`config.mk`:
```
export PLATFORM = sky130hd
export DESIGN_NAME = g711_expand_upsample2x
export DESIGN_NICKNAME = d
export VERILOG_FILES = /design/src/design/g7e_pkg.sv /design/src/design/g7e_expand.sv /design/src/design/g7e_plan.sv /design/src/design/g711_expand_upsample2x.sv
export VERILOG_INCLUDE_DIRS = /design/src /design/src/design
export SDC_FILE = /design/constraint.sdc
export NUM_CORES = 1
export LEC_CHECK = 0
export ABC_AREA = 0
export CAP_MARGIN = 30
export CORE_MARGIN = 2
export CORE_UTILIZATION = 50
export DETAILED_ROUTE_END_ITERATION = 6
export DONT_BUFFER_PORTS = 1
export PLACE_DENSITY_LB_ADDON = 0.1
export SYNTH_ARGS = -nofsm -noshare
export SYNTH_HDL_FRONTEND = slang
export SYNTH_HIERARCHICAL = 1
export SYNTH_SLANG_ARGS = --single-unit
```
`constraint.sdc`:
```
create_clock -name clk_i -period 19.07 [get_ports clk_i]
set_clock_uncertainty 0.15 [all_clocks]
set_input_delay 3.814 -clock clk_i [delete_from_list [all_inputs] [get_ports clk_i]]
set_output_delay 3.814 -clock clk_i [all_outputs]
set_load 0.02 [all_outputs]
```
`src/design/g711_expand_upsample2x_defines.svh`:
```
// Assertion macros used by the top-level expander.
// Clocked on clk_i and disabled while rst_ni is low; no other dependencies.
`ifndef G711_EXPAND_UPSAMPLE2X_DEFINES_SVH
`define G711_EXPAND_UPSAMPLE2X_DEFINES_SVH

// Same-cycle implication.
`define G7E_ASSERT_NOW(lbl, ante, cons, msg) \
  lbl: assert property (@(posedge clk_i) disable iff (!rst_ni) (ante) |-> (cons)) \
    else $error(msg);

// Next-cycle implication.
`define G7E_ASSERT_NEXT(lbl, ante, cons, msg) \
  lbl: assert property (@(posedge clk_i) disable iff (!rst_ni) (ante) |=> (cons)) \
    else $error(msg);

`endif

```
`src/design/g7e_pkg.sv`:
```
// Shared types and constants of the G.711 expander with 2x interpolator.
// No dependencies.
`default_nettype none

package g7e_pkg;

  localparam int unsigned PosW    = 13;
  localparam int unsigned SampleW = 16;

  // Companding constants
  localparam logic [7:0] MuBias       = 8'h84;
  localparam logic [7:0] AlawXor      = 8'h55;
  localparam logic [8:0] AlawSegBias  = 9'h108;
  localparam logic [8:0] AlawSeg0Bias = 9'h008;

  typedef enum logic {
    LawAlaw  = 1'b0,
    LawMulaw = 1'b1
  } law_e;

  typedef enum logic [1:0] {
    CfgLawSelect     = 2'd0,
    CfgUpsampleEn    = 2'd1,
    CfgFrameLength   = 2'd2
  } cfg_idx_e;

  localparam logic [PosW-1:0] FrameLenReset = 13'd1024;

  typedef struct packed {
    logic [SampleW-1:0] sample;
    logic               item_last;
    logic               frame_last;
  } beat_t;

  typedef struct packed {
    beat_t [2:0] beats;
    logic  [1:0] last_idx;
    logic        frame_end;
  } plan_t;

endpackage

`default_nettype wire

```
`src/design/g7e_expand.sv`:
```
// G.711 code byte to 16-bit linear sample, mu-law or A-law.
// Depends on g7e_pkg.
`default_nettype none

module g7e_expand (
  input  wire logic [7:0]          code_i,
  input  wire g7e_pkg::law_e       law_i,
  output logic [g7e_pkg::SampleW-1:0] sample_o
);

  logic [7:0]  mu_u;
  logic [7:0]  mu_base;
  logic [14:0] mu_shift;
  logic [15:0] mu_mag;
  logic [15:0] mu_s;

  logic [7:0]  al_a;
  logic [8:0]  al_t;
  logic [2:0]  al_seg_m1;
  logic [15:0] al_mag;
  logic [15:0] al_s;

  always_comb begin
    mu_u     = ~code_i;
    mu_base  = {1'b0, mu_u[3:0], 3'b000} + g7e_pkg::MuBias;
    mu_shift = 15'(mu_base) << mu_u[6:4];
    mu_mag   = {1'b0, mu_shift - 15'(g7e_pkg::MuBias)};
    mu_s     = mu_u[7] ? (~mu_mag + 16'd1) : mu_mag;
  end

  always_comb begin
    al_a      = code_i ^ g7e_pkg::AlawXor;
    al_t      = {1'b0, al_a[3:0], 4'b0000};
    al_seg_m1 = al_a[6:4] - 3'd1;
    if (al_a[6:4] == 3'd0) begin
      al_mag = 16'(al_t + g7e_pkg::AlawSeg0Bias);
    end else begin
      al_mag = 16'(al_t + g7e_pkg::AlawSegBias) << al_seg_m1;
    end
    // sign bit set means positive in A-law
    al_s = al_a[7] ? al_mag : (~al_mag + 16'd1);
  end

  assign sample_o = (law_i == g7e_pkg::LawMulaw) ? mu_s : al_s;

endmodule

`default_nettype wire

```
`src/design/g7e_plan.sv`:
```
// Frame tracking and beat planning for one expanded sample: midpoint,
// repeat of the frame's last sample, last flags. Depends on g7e_pkg.
`default_nettype none

module g7e_plan #(
  parameter int unsigned FRAME_LEN_MAX = 4096
) (
  input  wire logic [g7e_pkg::SampleW-1:0] sample_i,
  input  wire logic [g7e_pkg::SampleW-1:0] held_i,
  input  wire logic [g7e_pkg::PosW-1:0]    pos_i,
  input  wire logic [g7e_pkg::PosW-1:0]    frame_len_i,
  input  wire logic                        upsample_i,
  output g7e_pkg::plan_t                   plan_o
);

  localparam int unsigned PosMax = (1 << g7e_pkg::PosW) - 1;
  localparam logic [g7e_pkg::PosW-1:0] LenCap =
    (FRAME_LEN_MAX > PosMax) ? g7e_pkg::PosW'(PosMax) : g7e_pkg::PosW'(FRAME_LEN_MAX);

  logic [g7e_pkg::PosW-1:0]    len;
  logic                        first;
  logic                        last;
  logic [g7e_pkg::SampleW:0]   sum;
  logic [g7e_pkg::SampleW:0]   sum_adj;
  logic [g7e_pkg::SampleW-1:0] mid;

  function automatic g7e_pkg::beat_t mk_beat(logic [g7e_pkg::SampleW-1:0] s,
                                             logic il, logic fl);
    g7e_pkg::beat_t b;
    b.sample     = s;
    b.item_last  = il;
    b.frame_last = fl;
    return b;
  endfunction

  always_comb begin
    if (frame_len_i == '0) begin
      len = g7e_pkg::PosW'(1);
    end else if (frame_len_i > LenCap) begin
      len = LenCap;
    end else begin
      len = frame_len_i;
    end
    first = (pos_i == '0);
    last  = (pos_i >= len - g7e_pkg::PosW'(1));
  end

  // (held + s) / 2 toward zero: bump odd negative sums before the shift
  always_comb begin
    sum     = {held_i[g7e_pkg::SampleW-1], held_i} + {sample_i[g7e_pkg::SampleW-1], sample_i};
    sum_adj = sum + {{g7e_pkg::SampleW{1'b0}}, sum[g7e_pkg::SampleW] & sum[0]};
    mid     = sum_adj[g7e_pkg::SampleW:1];
  end

  always_comb begin
    plan_o = '0;
    plan_o.frame_end = last;
    if (!upsample_i) begin
      plan_o.beats[0] = mk_beat(sample_i, 1'b1, last);
      plan_o.last_idx = 2'd0;
    end else if (first) begin
      plan_o.beats[0] = mk_beat(sample_i, !last, 1'b0);
      plan_o.beats[1] = mk_beat(sample_i, 1'b1, 1'b1);
      plan_o.last_idx = last ? 2'd1 : 2'd0;
    end else begin
      plan_o.beats[0] = mk_beat(mid, 1'b0, 1'b0);
      plan_o.beats[1] = mk_beat(sample_i, !last, 1'b0);
      plan_o.beats[2] = mk_beat(sample_i, 1'b1, 1'b1);
      plan_o.last_idx = last ? 2'd2 : 2'd1;
    end
  end

endmodule

`default_nettype wire

```
`src/design/g711_expand_upsample2x.sv`:
```
// Path: an accepted input beat is held in the input register, then its plan is
// loaded into the result register. Throughput: one input item per cycle with
// upsampling off while out_stall_i is low; with it on, an item makes 1 to 3 result
// beats, which the one output register sends out one per cycle when not stalled.
// Reset: asynchronous, active low; clears pipeline valids, frame position,
// held sample and loads register defaults (mu-law, upsample off, frame 1024).
`default_nettype none

`include "g711_expand_upsample2x_defines.svh"

module g711_expand_upsample2x #(
  parameter int unsigned FRAME_LEN_MAX = 4096
) (
  input  wire logic        clk_i,
  input  wire logic        rst_ni,

  input  wire logic        cfg_we_i,
  input  wire logic [1:0]  cfg_idx_i,
  input  wire logic [12:0] cfg_data_i,

  input  wire logic        in_valid_i,
  output logic             in_stall_o,
  input  wire logic [7:0]  code_byte_i,

  output logic             out_valid_o,
  input  wire logic        out_stall_i,
  output logic [15:0]      sample_out_o,
  output logic             item_last_o,
  output logic             frame_last_o
);

  // Configuration registers
  g7e_pkg::law_e               law_q;
  logic                        ups_q;
  logic [g7e_pkg::PosW-1:0]    flen_q;

  // Input register
  logic [7:0]                  code_q;
  logic                        code_vld_q;

  // Frame state
  logic [g7e_pkg::SampleW-1:0] held_q;
  logic [g7e_pkg::PosW-1:0]    pos_q;

  // Result register: up to three planned beats, sent one per cycle when not stalled
  g7e_pkg::beat_t [2:0]        beats_q;
  logic [1:0]                  last_idx_q;
  logic [1:0]                  idx_q;
  logic                        out_vld_q;

  logic [g7e_pkg::SampleW-1:0] sample;
  g7e_pkg::plan_t              plan;
  g7e_pkg::beat_t              cur;
  logic                        in_take;
  logic                        out_take;
  logic                        out_done;
  logic                        load;

  g7e_expand u_expand (
    .code_i   (code_q),
    .law_i    (law_q),
    .sample_o (sample)
  );

  g7e_plan #(
    .FRAME_LEN_MAX (FRAME_LEN_MAX)
  ) u_plan (
    .sample_i    (sample),
    .held_i      (held_q),
    .pos_i       (pos_q),
    .frame_len_i (flen_q),
    .upsample_i  (ups_q),
    .plan_o      (plan)
  );

  // Handshake: a result beat leaves when not stalled; the last beat of a bundle
  // frees the result register for the next item in the same cycle.
  assign out_take = out_vld_q && !out_stall_i;
  assign out_done = out_take && (idx_q == last_idx_q);
  assign load     = code_vld_q && (!out_vld_q || out_done);

  // Hold the input beat while the result register cannot take its plan.
  assign in_stall_o = code_vld_q && !load;
  assign in_take    = in_valid_i && !in_stall_o;

  always_ff @(posedge clk_i or negedge rst_ni) begin
    if (!rst_ni) begin
      law_q  <= g7e_pkg::LawMulaw;
      ups_q  <= 1'b0;
      flen_q <= g7e_pkg::FrameLenReset;
    end else if (cfg_we_i) begin
      case (cfg_idx_i)
        g7e_pkg::CfgLawSelect:   law_q  <= g7e_pkg::law_e'(cfg_data_i[0]);
        g7e_pkg::CfgUpsampleEn:  ups_q  <= cfg_data_i[0];
        g7e_pkg::CfgFrameLength: flen_q <= cfg_data_i;
        default: ; // drop writes beyond the register list
      endcase
    end
  end

  // Input stage: capture the code byte, free the slot when its plan loads.
  always_ff @(posedge clk_i or negedge rst_ni) begin
    if (!rst_ni) begin
      code_vld_q <= 1'b0;
    end else if (in_take) begin
      code_vld_q <= 1'b1;
    end else if (load) begin
      code_vld_q <= 1'b0;
    end
  end

  always_ff @(posedge clk_i) begin
    if (in_take) begin
      code_q <= code_byte_i;
    end
  end

  // Frame state advances once per item, when its plan is loaded.
  always_ff @(posedge clk_i or negedge rst_ni) begin
    if (!rst_ni) begin
      held_q <= '0;
      pos_q  <= '0;
    end else if (load) begin
      held_q <= sample;
      pos_q  <= plan.frame_end ? '0 : pos_q + g7e_pkg::PosW'(1);
    end
  end

  // Result stage control: load a plan, advance through its beats, drop when done.
  always_ff @(posedge clk_i or negedge rst_ni) begin
    if (!rst_ni) begin
      out_vld_q  <= 1'b0;
      idx_q      <= 2'd0;
      last_idx_q <= 2'd0;
    end else if (load) begin
      out_vld_q  <= 1'b1;
      idx_q      <= 2'd0;
      last_idx_q <= plan.last_idx;
    end else if (out_done) begin
      out_vld_q  <= 1'b0;
    end else if (out_take) begin
      idx_q      <= idx_q + 2'd1;
    end
  end

  always_ff @(posedge clk_i) begin
    if (load) begin
      beats_q <= plan.beats;
    end
  end

  always_comb begin
    case (idx_q)
      2'd0:    cur = beats_q[0];
      2'd1:    cur = beats_q[1];
      2'd2:    cur = beats_q[2];
      default: cur = beats_q[2];
    endcase
  end

  assign out_valid_o  = out_vld_q;
  assign sample_out_o = cur.sample;
  assign item_last_o  = cur.item_last;
  assign frame_last_o = cur.frame_last;

  `G7E_ASSERT_NOW(a_idx_in_range, out_vld_q, idx_q <= last_idx_q, "beat index past plan end")
  `G7E_ASSERT_NOW(a_item_last_on_final, out_vld_q, item_last_o == (idx_q == last_idx_q),
                  "item_last not on the final beat of an item")
  `G7E_ASSERT_NOW(a_frame_implies_item, out_vld_q && frame_last_o, item_last_o,
                  "frame_last without item_last")
  `G7E_ASSERT_NEXT(a_load_starts, load, out_vld_q && (idx_q == 2'd0),
                   "loaded plan does not start at its first beat")
  `G7E_ASSERT_NEXT(a_advance, out_take && !out_done,
                   out_vld_q && (idx_q == $past(idx_q) + 2'd1), "beat index did not advance")

endmodule

`default_nettype wire
```
==> summary.txt <==
Finish
  – Final Util: 52.9%
  – # diodes: 0
  – Share of cells above drive strength 1: 8.99%
  – Final net count: 972
  – Layout Area Growth over Synthesis: 4.11%
  – Fin cells: 1,126
  – Finished Cell Area: 9120 sq um

Logic synthesis
  – Flops & latches, synth: 112
  – Syn Inst Count: 927
  – Post-synth cell types: 92
  – Sequential fraction of the synthesis area: 35.6%
  – Count leader, synth: nand2_1
  – Synth async-reset ratio: 44.6%
  – Average cell area after synthesis: 9.45 sq um
  – Post-synth EDFFs: 62
  – Ys flop type: edfxtp_1
  – Mapped cell area: 8760 sq um
  – Ranking of synthesized cells by area: edfxtp_1, dfrtp_1, ha_1
  – Yosys top cell area share: 21.3%
  – Post-synth top cells: nand2_1, edfxtp_1, nor2_1
  – Post-synth top area cell: edfxtp_1
  – Synth Warn #: 6

Timing
  – Max frequency: 0.118 GHz
  – Slew Limit Fails: 0
  – Final Hold Fails: 0
  – RSZ-0062 raised after global routing: false
  – Minimum clock period after layout: 8.47 ns
  – Finish-stage setup viols: 0
  – Relative slew slack: 33.7%
  – Setup_tns: 0 ns
  – Fin crit share: 44.4%
  – Actual slew at the worst max-slew pin: 0.969 ns

Setup path
  – Origin of the worst setup path: out_stall_i
  – Setup crit start kind: input pin
  – CP max FO: 4
  – Worst r2r src: code_q[5]
  – WS Path Type: in -> out
  – Worst path max stage delay: 0.35 ns
  – Chain of cells forming the critical path: o311ai_0 -> buf_2 -> inv_1
  – Setup crit end kind: output pin
  – Req. time, crit path: 15.11 ns
  – CP max stage cell: o311ai_0
  – Critical Path AT: 4.51 ns

Global routing
  – First-pass GRT wire length: 33,000 um
  – Congestion Overflow GR: 0
  – Pin count of the biggest net entering global routing: 55
  – GR Util All Layers: 22.1%
  – Vias in the first global route: 6,550
  – Antenna violations before repair: 0

Route
  – Drt wl/cell: 17.6 um
  – Routed wire length: 19,800 um
  – Pre-antenna DRT Iters: 5
  – DRT iter0 DRCs: 421
  – Routed vias/inst: 6.17
  – # DRC: 0
  – Antenna viol nets, final: 0
  – Vias: 6,952

Power and ir drop
  – Clock power frac: 10.7%
  – Sw Share: 48.6%
  – Sw power: 893 uW
  – Combinational fraction of design power: 64.5%
  – Worst vdd ir: 0.0873 mV
  – P per Cell Area: 201 nW/um^2
  – Seq pwr share: 24.8%
  – Leakage: 0.00355 uW
  – P_int: 943 uW

Clock tree
  – TritonCTS clock tree: yes
  – Cts bufs inserted: 9
  – Hold buffers post-CTS: 0
  – H-tree depth: 3
  – Root Driver: clkbuf_16
  – Max Root-Sink Buffers: 2
  – # Post-CTS Setup Buffers: 0
  – Later-pin clock latency in the skew report: 0.36 ns
  – Clock sinks: 112
  – Clk slew on worst S/H paths: 0.07 ns
  – Resized cells post-CTS: 0

Place
  – Post-DP HPWL: 14,600 um
  – # port buffers: 0
  – DP Area: 8810 sq um
  – DP Cell Count: 1,109
  – Global placement routability congestion: 0.872

Floorplanning
  – Die area: 18,600 sq um
  – Die Wd: 136 um
  – Core area: 17,200 sq um
  – Row count: 48
  – Die Y: 136 um
  – Number of top-level pins: 48
  – Starting Density: 50.8%

Worst hold path
  – Hold_sp: held_q[14]
  – Hold Path Class: reg -> reg

Run
  – Max Cap Viol: 0

Outcome
  – Status: complete, no violations
stage by stage:
step / hold WS [ns] / total power, uW / worst slack, ns
after floorplan: 0.318 / 1430 / 10.66
after global placement: 0.332 / 1600 / 10.04
after detailed placement: 0.339 / 1630 / 10.62
after CTS: 0.356 / 1840 / 10.60
after global routing: 0.374 / 1990 / 10.34
final: 0.351 / 1840 / 10.60
layout make-up:
cell class                      instances  area [sq um]
Clock buffer                            9           225
Inverter                               24          90.1
Timing Repair Buffer                   10          70.1
Tap cell                              225           282
Clock inverter                          7          77.6
Fill cell                            1572          8120
Multi-Input combinational cell        739          5260
Sequential cell                       112          3120
power groups by stage:
stage / combinational [uW] / sequential (uW) / clock [uW]
after floorplan: 997 / 432 / 0
after global placement: 1150 / 454 / 0
after detailed placement: 1170 / 459 / 0
after CTS: 1180 / 455 / 202
after global routing: 1320 / 467 / 212
final: 1180 / 454 / 197
flip-flops by register name (all words and copies together) (netlist names):
register and count:
pos_q 13, beats_q 54, idx_q 2, out_valid_o 1, law_q 1, code_vld_q 1, flen_q 13, last_idx_q 2
ups_q 1, code_q 8, held_q 16
worst max-delay path, delay by kind of cell:
family / cells / cell delay (ns)
compound gates: 1 / 0.35
buf+inv: 2 / 0.35
cell families after synthesis:
logic type	Yosys count	share of synthesized area [%]
fa+ha+maj	48	6.94
other cells	1	0.0428
mux	54	6.78
xor+xnor	44	4.61
simple gates	350	21.6
buf+inv	77	4.58
compound gates	241	19.9
flops	112	35.6
layout by cell type (no fill, tap or decap), types with 12 or more instances in the layout:
cell,instances
a21oi_1,56
edfxtp_1,62
a21o_1,14
mux2i_1,14
nor2_1,60
inv_1,20
xor2_1,17
xnor2_1,26
nand2_1,83
ha_1,47
o211ai_1,12
o21ai_0,29
and3_1,24
dfrtp_1,48
nor3_1,25
mux2_2,24
a22oi_1,24
nor2b_1,16
nand2b_1,18
mux2_1,15
and2_1,28
nand4_1,12
o31ai_1,13
nand3_1,25
routing by layer:
| layer | vias up | routed length, um | global-route usage [%] |
|---|---|---|---|
| li1 | 3424 | - | - |
| met1 | 3333 | 9470 | 30.9 |
| met2 | 175 | 9270 | 35.7 |
| met3 | 20 | 819 | 3.88 |
| met4 | 0 | 259 | 5.50 |
| met5 | - | 0 | 0 |
final timing paths:
check                           cells after the start  slack [ns]     endpoint
worst max-delay path                                3       10.60   in_stall_o
worst min-delay path                                1        0.35   held_q[14]
worst max register to register                     23       11.02  beats_q[17]
worst min register to register                      1        0.35   held_q[14]
max in group asynchronous                           0       15.56   flen_q[10]
min in group asynchronous                           0        3.00   held_q[14]
(Power assumes the default switching activity.)
